## config.mk

```make
export PLATFORM = sky130hd
export DESIGN_NAME = tone_sweep_sequencer_unit
export DESIGN_NICKNAME = d
export VERILOG_FILES = /design/src/design/tss_pkg.sv /design/src/design/tss_divider.sv /design/src/design/tss_datapath.sv /design/src/design/tss_ctrl.sv /design/src/design/tone_sweep_sequencer_unit.sv
export SDC_FILE = /design/constraint.sdc
export NUM_CORES = 1
export LEC_CHECK = 0
export ABC_AREA = 0
export BUFFER_PORTS_ARGS = -buffer_cell sky130_fd_sc_hd__clkbuf_2
export CAP_MARGIN = 20
export CORE_ASPECT_RATIO = 0.75
export CORE_UTILIZATION = 55
export DETAILED_ROUTE_END_ITERATION = 7
export PLACE_DENSITY = 0.77
export RECOVER_POWER = 25
export SLEW_MARGIN = 20
export SYNTH_ARGS = -nofsm -noshare
export SYNTH_HDL_FRONTEND = slang
export SYNTH_HIERARCHICAL = 1
export SYNTH_SLANG_ARGS = --single-unit
```

## constraint.sdc

```tcl
create_clock -name clk -period 6.3 [get_ports clk]
set_clock_uncertainty 0.05 [all_clocks]
set_input_delay 1.575 -clock clk [delete_from_list [all_inputs] [get_ports clk]]
set_output_delay 1.575 -clock clk [all_outputs]
set_load 0.1 [all_outputs]
```

## src/design/tss_pkg.sv

```systemverilog
// Package for the tone sweep sequencer: command codes, controller states,
// control/status structs and fixed constants. No dependencies.
`default_nettype none

package tss_pkg;

    // Command codes carried on s_tuser.
    localparam logic [1:0] CMD_TICK  = 2'd0;
    localparam logic [1:0] CMD_PLAY  = 2'd1;
    localparam logic [1:0] CMD_QUEUE = 2'd2;

    localparam int MCLK_W  = 28;
    localparam int FREQ_W  = 16;
    localparam int TICKS_W = 14;
    localparam int DVS_W   = 26;
    localparam int CNT_W   = 5;

    localparam logic [FREQ_W-1:0] FREQ_RESET   = 16'd1000;
    localparam logic [15:0]       PERIOD_RESET = 16'd80;
    localparam logic [15:0]       PERIOD_MAX   = 16'hFFFF;
    localparam logic [15:0]       PERIOD_MIN   = 16'd2;
    localparam logic [MCLK_W-1:0] MCLK_RESET   = 28'd64000000;
    localparam logic [DVS_W-1:0]  SCALE_HZ     = 26'd800;

    // ceil(t/5) = ((t + 4) * 52429) >> 18, exact for all 17-bit sums.
    localparam logic [16:0] ROUND_UP     = 17'd4;
    localparam logic [15:0] DIV5_RECIP   = 16'd52429;
    localparam int          DIV5_SHIFT   = 18;

    typedef enum logic [1:0] {
        ST_IDLE,
        ST_LOAD,
        ST_DIVIDE,
        ST_EMIT
    } ctrl_state_t;

    typedef struct packed {
        logic step_en;
        logic div_start;
        logic out_load;
    } ctrl_cmd_t;

    typedef struct packed {
        logic need_div;
        logic div_done;
        logic out_free;
    } ctrl_status_t;

endpackage

`default_nettype wire

```

## src/design/tss_divider.sv

```systemverilog
// Restoring divider for the sample-timer period: master_clock / (800 * freq).
// One quotient bit per cycle. Depends on tss_pkg.
`default_nettype none

module tss_divider
    import tss_pkg::*;
(
    input  wire logic              clk,
    input  wire logic              rst_n,
    input  wire logic              start,
    input  wire logic [MCLK_W-1:0] dividend,
    input  wire logic [FREQ_W-1:0] freq,
    output logic                   done,
    output logic [MCLK_W-1:0]      quotient
);

    logic [DVS_W:0]    rem_reg, rem_next;
    logic [MCLK_W-1:0] quot_reg, quot_next;
    logic [DVS_W-1:0]  dvs_reg, dvs_next;
    logic [CNT_W-1:0]  cnt_reg, cnt_next;
    logic              busy_reg, busy_next;
    logic              done_reg, done_next;
    logic [DVS_W:0]    shifted;
    logic [DVS_W+1:0]  diff;

    always_comb
    begin
        rem_next  = rem_reg;
        quot_next = quot_reg;
        dvs_next  = dvs_reg;
        cnt_next  = cnt_reg;
        busy_next = busy_reg;
        done_next = 1'b0;
        shifted   = {rem_reg[DVS_W-1:0], quot_reg[MCLK_W-1]};
        diff      = {1'b0, shifted} - {2'b00, dvs_reg};
        if (start)
        begin
            rem_next  = '0;
            quot_next = dividend;
            dvs_next  = DVS_W'({{(DVS_W-FREQ_W){1'b0}}, freq} * SCALE_HZ);
            cnt_next  = CNT_W'(MCLK_W - 1);
            busy_next = 1'b1;
        end
        else if (busy_reg)
        begin
            // A zero divisor leaves every trial positive, so the quotient saturates.
            if (!diff[DVS_W+1])
            begin
                rem_next  = diff[DVS_W:0];
                quot_next = {quot_reg[MCLK_W-2:0], 1'b1};
            end
            else
            begin
                rem_next  = shifted;
                quot_next = {quot_reg[MCLK_W-2:0], 1'b0};
            end
            cnt_next = cnt_reg - 1'b1;
            if (cnt_reg == '0)
            begin
                busy_next = 1'b0;
                done_next = 1'b1;
            end
        end
    end

    always_ff @(posedge clk or negedge rst_n)
    begin
        if (!rst_n)
        begin
            busy_reg <= 1'b0;
            done_reg <= 1'b0;
            cnt_reg  <= '0;
        end
        else
        begin
            busy_reg <= busy_next;
            done_reg <= done_next;
            cnt_reg  <= cnt_next;
        end
    end

    always_ff @(posedge clk)
    begin
        rem_reg  <= rem_next;
        quot_reg <= quot_next;
        dvs_reg  <= dvs_next;
    end

    assign done     = done_reg;
    assign quotient = quot_reg;

    a_done_single: assert property (@(posedge clk) disable iff (!rst_n)
        done_reg |=> !done_reg)
        else $error("divider done held for more than one cycle");

endmodule

`default_nettype wire

```

## src/design/tss_datapath.sv

```systemverilog
// Datapath of the tone sweep sequencer: tone slot, sweep, period register,
// output register and the period divider. Depends on tss_pkg, tss_divider.
`default_nettype none

module tss_datapath
    import tss_pkg::*;
(
    input  wire logic              clk,
    input  wire logic              rst_n,
    input  wire ctrl_cmd_t         cmd,
    output ctrl_status_t           status,
    input  wire logic [1:0]        in_cmd,
    input  wire logic [FREQ_W-1:0] in_freq,
    input  wire logic [15:0]       in_time_ms,
    input  wire logic [15:0]       in_step,
    input  wire logic              in_busy,
    input  wire logic              cfg_we,
    input  wire logic [MCLK_W-1:0] cfg_wdata,
    output logic                   out_valid,
    input  wire logic              out_ready,
    output logic [15:0]            out_period,
    output logic [14:0]            out_half,
    output logic                   out_tone_on,
    output logic                   out_taken
);

    logic [MCLK_W-1:0]  mclk_reg;
    logic [TICKS_W-1:0] ticks_reg, ticks_next;
    logic [15:0]        ptime_reg, ptime_next;
    logic [FREQ_W-1:0]  pfreq_reg, pfreq_next;
    logic [15:0]        pstep_reg, pstep_next;
    logic [FREQ_W-1:0]  cfreq_reg, cfreq_next;
    logic [15:0]        cstep_reg, cstep_next;
    logic               en_reg, en_next;
    logic               taken_reg, taken_next;
    logic               need_div_reg, need_div_next;
    logic [15:0]        period_reg, period_next;
    logic               out_valid_reg;
    logic [15:0]        out_period_reg;
    logic               out_tone_on_reg, out_taken_reg;
    logic [TICKS_W-1:0] ticks_dec;
    logic [16:0]        round_sum;
    logic [32:0]        recip_prod;
    logic [TICKS_W-1:0] ticks_reload;
    logic               div_done;
    logic [MCLK_W-1:0]  div_quot;

    tss_divider u_divider (
        .clk      (clk),
        .rst_n    (rst_n),
        .start    (cmd.div_start),
        .dividend (mclk_reg),
        .freq     (cfreq_reg),
        .done     (div_done),
        .quotient (div_quot)
    );

    always_comb
    begin
        round_sum    = {1'b0, ptime_reg} + ROUND_UP;
        recip_prod   = {16'd0, round_sum} * {17'd0, DIV5_RECIP};
        ticks_reload = recip_prod[DIV5_SHIFT +: TICKS_W];
        ticks_dec    = (ticks_reg != '0) ? ticks_reg - 1'b1 : ticks_reg;

        ticks_next    = ticks_reg;
        ptime_next    = ptime_reg;
        pfreq_next    = pfreq_reg;
        pstep_next    = pstep_reg;
        cfreq_next    = cfreq_reg;
        cstep_next    = cstep_reg;
        en_next       = en_reg;
        taken_next    = 1'b0;
        need_div_next = 1'b0;

        unique case (in_cmd)
            CMD_PLAY:
            begin
                pstep_next = '0;
                pfreq_next = in_freq;
                ptime_next = in_time_ms;
                taken_next = 1'b1;
            end
            CMD_QUEUE:
            begin
                if (ptime_reg == '0)
                begin
                    pfreq_next = in_freq;
                    pstep_next = in_step;
                    ptime_next = in_time_ms;
                    taken_next = 1'b1;
                end
            end
            CMD_TICK:
            begin
                ticks_next = ticks_dec;
                if (ticks_dec == '0)
                begin
                    priority if (in_busy)
                    begin
                        ptime_next = '0;
                    end
                    else if (ptime_reg != '0)
                    begin
                        ticks_next = ticks_reload;
                        if (pfreq_reg != '0)
                        begin
                            cfreq_next    = pfreq_reg;
                            cstep_next    = pstep_reg;
                            en_next       = 1'b1;
                            need_div_next = 1'b1;
                        end
                        else
                        begin
                            en_next = 1'b0;
                        end
                        ptime_next = '0;
                    end
                    else
                    begin
                        en_next = 1'b0;
                    end
                end
                else if (!ticks_dec[0])
                begin
                    // Sweep every second tick; a frequency that wrapped to zero stays put.
                    if (cfreq_reg != '0 && cstep_reg != '0)
                    begin
                        cfreq_next    = cfreq_reg + cstep_reg;
                        need_div_next = 1'b1;
                    end
                end
            end
            default:
            begin
            end
        endcase
    end

    always_comb
    begin
        period_next = period_reg;
        if (div_done)
        begin
            priority if (cfreq_reg == '0 || div_quot[MCLK_W-1:16] != '0)
                period_next = PERIOD_MAX;
            else if (div_quot[15:0] < PERIOD_MIN)
                period_next = PERIOD_MIN;
            else
                period_next = div_quot[15:0];
        end
    end

    always_ff @(posedge clk or negedge rst_n)
    begin
        if (!rst_n)
        begin
            mclk_reg     <= MCLK_RESET;
            ticks_reg    <= '0;
            ptime_reg    <= '0;
            pfreq_reg    <= '0;
            pstep_reg    <= '0;
            cfreq_reg    <= FREQ_RESET;
            cstep_reg    <= '0;
            en_reg       <= 1'b0;
            taken_reg    <= 1'b0;
            need_div_reg <= 1'b0;
            period_reg   <= PERIOD_RESET;
            out_valid_reg <= 1'b0;
        end
        else
        begin
            if (cfg_we)
                mclk_reg <= cfg_wdata;
            if (cmd.step_en)
            begin
                ticks_reg    <= ticks_next;
                ptime_reg    <= ptime_next;
                pfreq_reg    <= pfreq_next;
                pstep_reg    <= pstep_next;
                cfreq_reg    <= cfreq_next;
                cstep_reg    <= cstep_next;
                en_reg       <= en_next;
                taken_reg    <= taken_next;
                need_div_reg <= need_div_next;
            end
            period_reg <= period_next;
            if (cmd.out_load)
                out_valid_reg <= 1'b1;
            else if (out_ready)
                out_valid_reg <= 1'b0;
        end
    end

    always_ff @(posedge clk)
    begin
        if (cmd.out_load)
        begin
            out_period_reg  <= period_reg;
            out_tone_on_reg <= en_reg;
            out_taken_reg   <= taken_reg;
        end
    end

    assign status.need_div = need_div_reg;
    assign status.div_done = div_done;
    assign status.out_free = !out_valid_reg || out_ready;

    assign out_valid   = out_valid_reg;
    assign out_period  = out_period_reg;
    assign out_half    = out_period_reg[15:1];
    assign out_tone_on = out_tone_on_reg;
    assign out_taken   = out_taken_reg;

    a_period_range: assert property (@(posedge clk) disable iff (!rst_n)
        div_done |=> period_reg >= PERIOD_MIN)
        else $error("period update fell below the minimum");

endmodule

`default_nettype wire

```

## src/design/tss_ctrl.sv

```systemverilog
// Controller of the tone sweep sequencer: sequences state update, period
// division and result hand-off. Depends on tss_pkg.
`default_nettype none

module tss_ctrl
    import tss_pkg::*;
(
    input  wire logic         clk,
    input  wire logic         rst_n,
    input  wire logic         in_valid,
    output logic              in_ready,
    output ctrl_cmd_t         cmd,
    input  wire ctrl_status_t status
);

    ctrl_state_t state_reg, state_next;

    always_ff @(posedge clk or negedge rst_n)
    begin
        if (!rst_n)
            state_reg <= ST_IDLE;
        else
            state_reg <= state_next;
    end

    always_comb
    begin
        state_next    = state_reg;
        cmd           = '0;
        in_ready      = 1'b0;
        unique case (state_reg)
            ST_IDLE:
            begin
                in_ready = 1'b1;
                if (in_valid)
                begin
                    cmd.step_en = 1'b1;
                    state_next  = ST_LOAD;
                end
            end
            ST_LOAD:
            begin
                if (status.need_div)
                begin
                    cmd.div_start = 1'b1;
                    state_next    = ST_DIVIDE;
                end
                else
                begin
                    state_next = ST_EMIT;
                end
            end
            ST_DIVIDE:
            begin
                if (status.div_done)
                    state_next = ST_EMIT;
            end
            ST_EMIT:
            begin
                if (status.out_free)
                begin
                    cmd.out_load = 1'b1;
                    state_next   = ST_IDLE;
                end
            end
            default:
            begin
                state_next = ST_IDLE;
            end
        endcase
    end

    a_step_to_load: assert property (@(posedge clk) disable iff (!rst_n)
        cmd.step_en |=> state_reg == ST_LOAD)
        else $error("accepted item did not move to the load state");

    a_load_when_free: assert property (@(posedge clk) disable iff (!rst_n)
        cmd.out_load |-> status.out_free)
        else $error("result loaded over an item not yet taken");

endmodule

`default_nettype wire

```

## src/design/tone_sweep_sequencer_unit.sv

```systemverilog
// Tone sweep sequencer: one result item per input item. When the period is recomputed
// (restoring divider, one quotient bit per cycle) the item passes the load, divide and emit
// states before the result is loaded into the output register; otherwise load and emit.
// One item is in work at a time; the next is taken while a result waits at the output.
// Asynchronous active-low reset: frequency 1000 Hz, period 80, tone off,
// master_clock 64000000, slot empty. Depends on tss_pkg, tss_ctrl, tss_datapath.
`default_nettype none

module tone_sweep_sequencer_unit
    import tss_pkg::*;
(
    input  wire logic        clk,
    input  wire logic        rst_n,
    input  wire logic        s_tvalid,
    output logic             s_tready,
    // tone_freq[15:0], tone_time_ms[31:16], sweep_step[47:32], voice_busy[48], zero pad
    input  wire logic [55:0] s_tdata,
    // cmd[1:0]
    input  wire logic [1:0]  s_tuser,
    output logic             m_tvalid,
    input  wire logic        m_tready,
    // period_count[15:0], half_period[30:16], tone_on[31], request_taken[32], zero pad
    output logic [39:0]      m_tdata,
    input  wire logic        cfg_we,
    input  wire logic [27:0] cfg_wdata
);

    ctrl_cmd_t    cmd;
    ctrl_status_t status;
    logic [15:0]  out_period;
    logic [14:0]  out_half;
    logic         out_tone_on;
    logic         out_taken;

    tss_ctrl u_ctrl (
        .clk      (clk),
        .rst_n    (rst_n),
        .in_valid (s_tvalid),
        .in_ready (s_tready),
        .cmd      (cmd),
        .status   (status)
    );

    tss_datapath u_datapath (
        .clk         (clk),
        .rst_n       (rst_n),
        .cmd         (cmd),
        .status      (status),
        .in_cmd      (s_tuser),
        .in_freq     (s_tdata[15:0]),
        .in_time_ms  (s_tdata[31:16]),
        .in_step     (s_tdata[47:32]),
        .in_busy     (s_tdata[48]),
        .cfg_we      (cfg_we),
        .cfg_wdata   (cfg_wdata),
        .out_valid   (m_tvalid),
        .out_ready   (m_tready),
        .out_period  (out_period),
        .out_half    (out_half),
        .out_tone_on (out_tone_on),
        .out_taken   (out_taken)
    );

    assign m_tdata = {7'd0, out_taken, out_tone_on, out_half, out_period};

endmodule

`default_nettype wire
```

Word-level counts from Yosys, hierarchy flattened
Cells that the tools add are included.

Input port bits: 91. Output and inout port bits: 42. Register bits: 244. Word-level logic and storage cells: 130.

Multiplexer cells: 56. Equality and inequality tests: 15. Bitwise operators: 1. Reductions and logical operators: 28. Multiply operators: 2. Add/subtract/negate cells: 5. Order comparisons: 1.

Operators with widths (number): two-way mux 16 bit (14); case mux 16 bit (2 select lines) (2); nonzero test 16 bit (4); two-way mux 14 bit (4); two-way mux 28 bit (2); case mux 16 bit (3 select lines) (1); zero test 16 bit (2); multiplier 17 x 16 -> 32 bit (second input constant) (1); subtractor 27 x 26 -> 28 bit (1); two-way mux 26 bit (1); two-way mux 1 bit (25); multiplier 16 x 5 -> 21 bit (second input constant) (1); adder 16 x 3 -> 17 bit (second input constant) (1); adder 16 bit (1); < comparator 16 x 2 -> 1 bit (second input constant) (1); zero test 14 bit (1); nonzero test 14 bit (1); subtractor 14 x 1 -> 14 bit (second input constant) (1); inequality test 2 bit (second input constant) (6); nonzero test 12 bit (1); two-way mux 5 bit (2); case mux 2 bit (4 select lines) (1); nonzero test 2 bit (4); AND reduction 7 bit (1); other kinds (19) (29).

Logic depth before layout (Yosys ltp)
Depth in word-level cells: 6. Depth in mapped cells: 29. Mapped depth without buffers: 28.

Hierarchy
The synthesis kept the hierarchy.

By module, submodules not included: tss_datapath (cells an instance 1205, seq. area each 4112.7 um^2, instances 1, area each 12455.7 um^2); tss_divider (cells an instance 531, seq. area each 2167.1 um^2, instances 1, area each 5670.4 um^2); tss_ctrl (cells an instance 22, seq. area each 50.0 um^2, instances 1, area each 254.0 um^2); tone_sweep_sequencer_unit (cells an instance 10, seq. area each 0.0 um^2, instances 1, area each 71.3 um^2).

Worst setup path before layout
OpenSTA, ideal clock, no wires.

Path type: register to register. From: register u_datapath.ptime_reg[3]. To: register u_datapath.ticks_reg[12]. Buffers on the path: 0. Arrival time: 6.581 ns. Data required time: 6.122 ns. Period minus slack after synthesis: 6.759 ns. Stages on the path, launching flop included: 28. Slack: -0.459 ns. Cell sequence: dfrtp_1 > ha_1 > and3_1 > nand3_1 > nor2_1 > nand2_1 > xor2_1 > inv_1 > ha_1 > ha_1 > inv_1 > fa_1 > inv_1 > fa_1 > fa_1 > inv_1 > fa_1 > inv_1 > ha_1 > and4_1 > a21oi_1 > a21oi_1 > nor3b_1 > a211oi_1 > o41a_1 > a311oi_1 > xor2_1 > o21ai_0.

Longest elaborated chain between the ends: 5.

RTL lines: start: declaration (RTL line tss_datapath.sv:29) `logic [15:0] ptime_reg, ptime_next;`; start signal: assignment (RTL line tss_datapath.sv:177) `ptime_reg <= ptime_next;`; adder 16 x 3 -> 17 bit (RTL line tss_datapath.sv:60) `round_sum = {1'b0, ptime_reg} + ROUND_UP;`; multiplier 17 x 16 -> 32 bit (RTL line tss_datapath.sv:61) `recip_prod = {16'd0, round_sum} * {17'd0, DIV5_RECIP};`; two-way mux 14 bit (*) (RTL line tss_datapath.sv:102) `else if (ptime_reg != '0)`; two-way mux 14 bit (*) (RTL line tss_datapath.sv:98) `priority if (in_busy)`; two-way mux 14 bit (*) (RTL line tss_datapath.sv:96) `if (ticks_dec == '0)`; end signal: assignment (RTL line tss_datapath.sv:176) `ticks_reg <= ticks_next;`; end: declaration (RTL line tss_datapath.sv:28) `logic [TICKS_W-1:0] ticks_reg, ticks_next;`.

Every way passes the cells marked *; elsewhere a longest branch is shown, timed or not. A chain may end at the register's enable or synchronous reset.

Final worst setup path
From: register u_datapath.ptime_reg[3]. To: register u_datapath.ticks_reg[13].

The elaborated chain is that of the path after synthesis.

==> out/qor.yml <==
crit_fanout: 4
grt_start_max_net_pins: 115
ant_nets: 0
cts_tree: "yes"
die_area_um2: 34300
max_stage_delay_ns: 0.60
cts_hold_buf: 0
setup_viol: 6
relSlewSlack: -0.870
post_drt_wl_per_cell_um: 18.6
drive_gt1_frac: 0.250
dp_hpwl_mm: 34.7
crit_type: "reg -> reg"
grt_overflow_total: 0
setup_slack_ns: -0.104
first_global_vias: 13600
avgSynthCellArea_um2: 10.4
ys_async_sr_fraction: 0.619
synth_seq_cells: 244
slew_viol_final: 115
numPortBuffers: 118
cts_max_level: 1
max_freq_mhz: 156
place_congestion: 0.960
area_growth_pct: 17.3
worst_pin_slew_ns: 2.81
clockBufferDepth: 3
num_vias: 13700
die_y_um: 161
cts-buffers-inserted: 26
ys_warn_count: 6
crit_family: "adder cells"
root_buffer: "clkbuf_16"
die_w_um: 213
core_um2: 32700
grt_pass1_wl_mm: 71.9
synth_edf_count: 67
synth_flop_cell: "dfrtp_1"
netlist_area_um2: 18500
synth.distinct_cells: 79
worst_setup_path_start_kind: "flip-flop"
clk-insertion-delay-late_ns: 0.57
drv_cap: 1
worst-path-buf-inv: 7
hp-class: "reg -> reg"
regToRegSetupSlack_ns: -0.10
dp.cells: 2369
start_util: 0.565
cp-end-kind: "flip-flop"
drt-total-wl_mm: 45.3
violations: "max-capacitance violations, max-slew violations, negative setup slack"
min_period_over_period: 1.02
clk_pin_slew_ns: 0.07
grt_usage: 0.268
fin_crit_ns: 6.40
antenna_found_initial: 2
cp_data_required_time_ns: 6.68
yosysSeqAreaShare: 0.343
drtIter0Drc: 1078
fin_cells: 2438
dr.pass1.iters: 5
avgViaCountPerCell: 5.62
rows: 57
nets: 2382
syn_inst: 1768
finalHoldViolCount: 0
run_status: "finished, violations left"
rsz0062_at_grt: "yes"
drc: 0
ioPinCount: 133
crit_slowest_cell: "fa_1"
cts.sinks: 244
worst_ep_arrival_time_ns: 6.79
-- stage by stage --
stage	hold WS (ns)	TNS [ns]	util	cell area, um^2	setup slack (ns)
6_report	0.402	-0.503	0.662	21600	-0.104
5_1_grt	0.410	-2.31	0.662	21600	-0.347
4_1_cts	0.402	-0.264	0.656	21400	-0.116
3_5_place_dp	0.387	-3.21	0.617	20200	-0.454
3_3_place_gp	0.385	-2.41	0.617	20200	-0.355
2_1_floorplan	0.375	0	-	18600	0.0101
-- cell usage in the layout, fill, tap and decap left out, drive strengths merged, types with 9 or more instances in the layout --
cell type,n
or3,11
mux2,90
mux2i,24
fa,93
inv,249
dfrtp,136
nand3,18
nor4,23
and3,13
nand4,15
and2,10
a31oi,13
edfxtp,67
nand2,85
o22a,18
xor2,36
o21ai,61
nor3,21
clkinv,9
a211oi,13
nor2,95
nor2b,15
ha,224
o21a,13
xnor2,69
nand2b,29
dfstp,15
a21o,28
dfxtp,26
buf,129
clkbuf,152
a21oi,88
a22o,17
-- synth_stat cells (15+ instances only) --
master | count | share of area
inv_1 | 246 | 0.050
nand4_1 | 15 | 0.0051
ha_1 | 224 | 0.15
dfxtp_1 | 26 | 0.028
dfrtp_1 | 136 | 0.18
nand2_1 | 85 | 0.017
xor2_1 | 36 | 0.017
o22a_1 | 18 | 0.0085
nand2b_1 | 29 | 0.0098
mux2_2 | 88 | 0.054
a21oi_1 | 86 | 0.023
buf_4 | 27 | 0.011
xnor2_1 | 69 | 0.033
mux2i_1 | 24 | 0.013
o21ai_0 | 56 | 0.015
nor4_1 | 21 | 0.0071
nand3_1 | 18 | 0.0049
a22o_1 | 17 | 0.0081
clkbuf_1 | 33 | 0.0067
a21o_1 | 28 | 0.011
dfstp_2 | 15 | 0.021
nor3_1 | 20 | 0.0054
fa_1 | 93 | 0.10
edfxtp_1 | 67 | 0.11
nor2_1 | 94 | 0.019
-- metal layers --
| layer | vias up | routed length [um] | global-route usage |
|---|---|---|---|
| li1 | 6476 | - | - |
| met1 | 6670 | 21700 | 0.415 |
| met2 | 488 | 19400 | 0.385 |
| met3 | 73 | 3350 | 0.0530 |
| met4 | 0 | 880 | 0.0594 |
| met5 | - | 0 | 0 |
-- final timing paths --
path	startpoint	endpoint	cells past startpoint
worst max-delay path	u_datapath/ptime_reg[3]	u_datapath/ticks_reg[13]	30
worst min-delay path	u_datapath/period_reg[1]	u_datapath/out_period[1]	0
worst max register to register	u_datapath/ptime_reg[3]	u_datapath/ticks_reg[13]	30
worst min register to register	u_datapath/period_reg[1]	u_datapath/out_period[1]	0
max in group asynchronous	rst_n	u_datapath/ticks_reg[5]	2
min in group asynchronous	rst_n	u_datapath/mclk_reg[18]	1
-- final cells by class --
cell class	instances	area, um^2
Inverter	246	923
Antenna cell	2	5.00
Multi-Input combinational cell	1209	11400
Timing Repair Buffer	247	1610
Clock inverter	14	129
Sequential cell	244	6330
Tap cell	442	553
Clock buffer	34	711
Fill cell	2430	11000
-- cell families (layout without fill, tap and decap cells) --
group	Yosys count	after routing	synth area share
AOI/OAI and AO/OA	302	302	0.110
DFF	244	244	0.343
buffers and inverters	321	541	0.0730
adders and majority gates	317	317	0.253
and+or+nand+nor	364	364	0.103
xor gates and xnor gates	105	105	0.0498
muxes	114	114	0.0681
other	1	9	0.000203
-- worst register-to-register path: cells and delay by family (launching register included) --
kind            cells  cell delay [ns]
compound gates      8             1.27
xor+xnor            2             0.33
fa+ha+maj           8             2.94
buf+inv             7             0.53
flops               1             0.38
simple gates        5             0.77
-- what timing repair did --
action / in CTS / in global routing
pin swaps: 58 / 53
endpoints found under the setup margin: 11 / 12
gates resized for setup: 67 / 28
setup buffers: 10 / 10
Power is not shown: default switching activity piles up to over one toggle a cycle in this logic, so the estimate is an artifact.
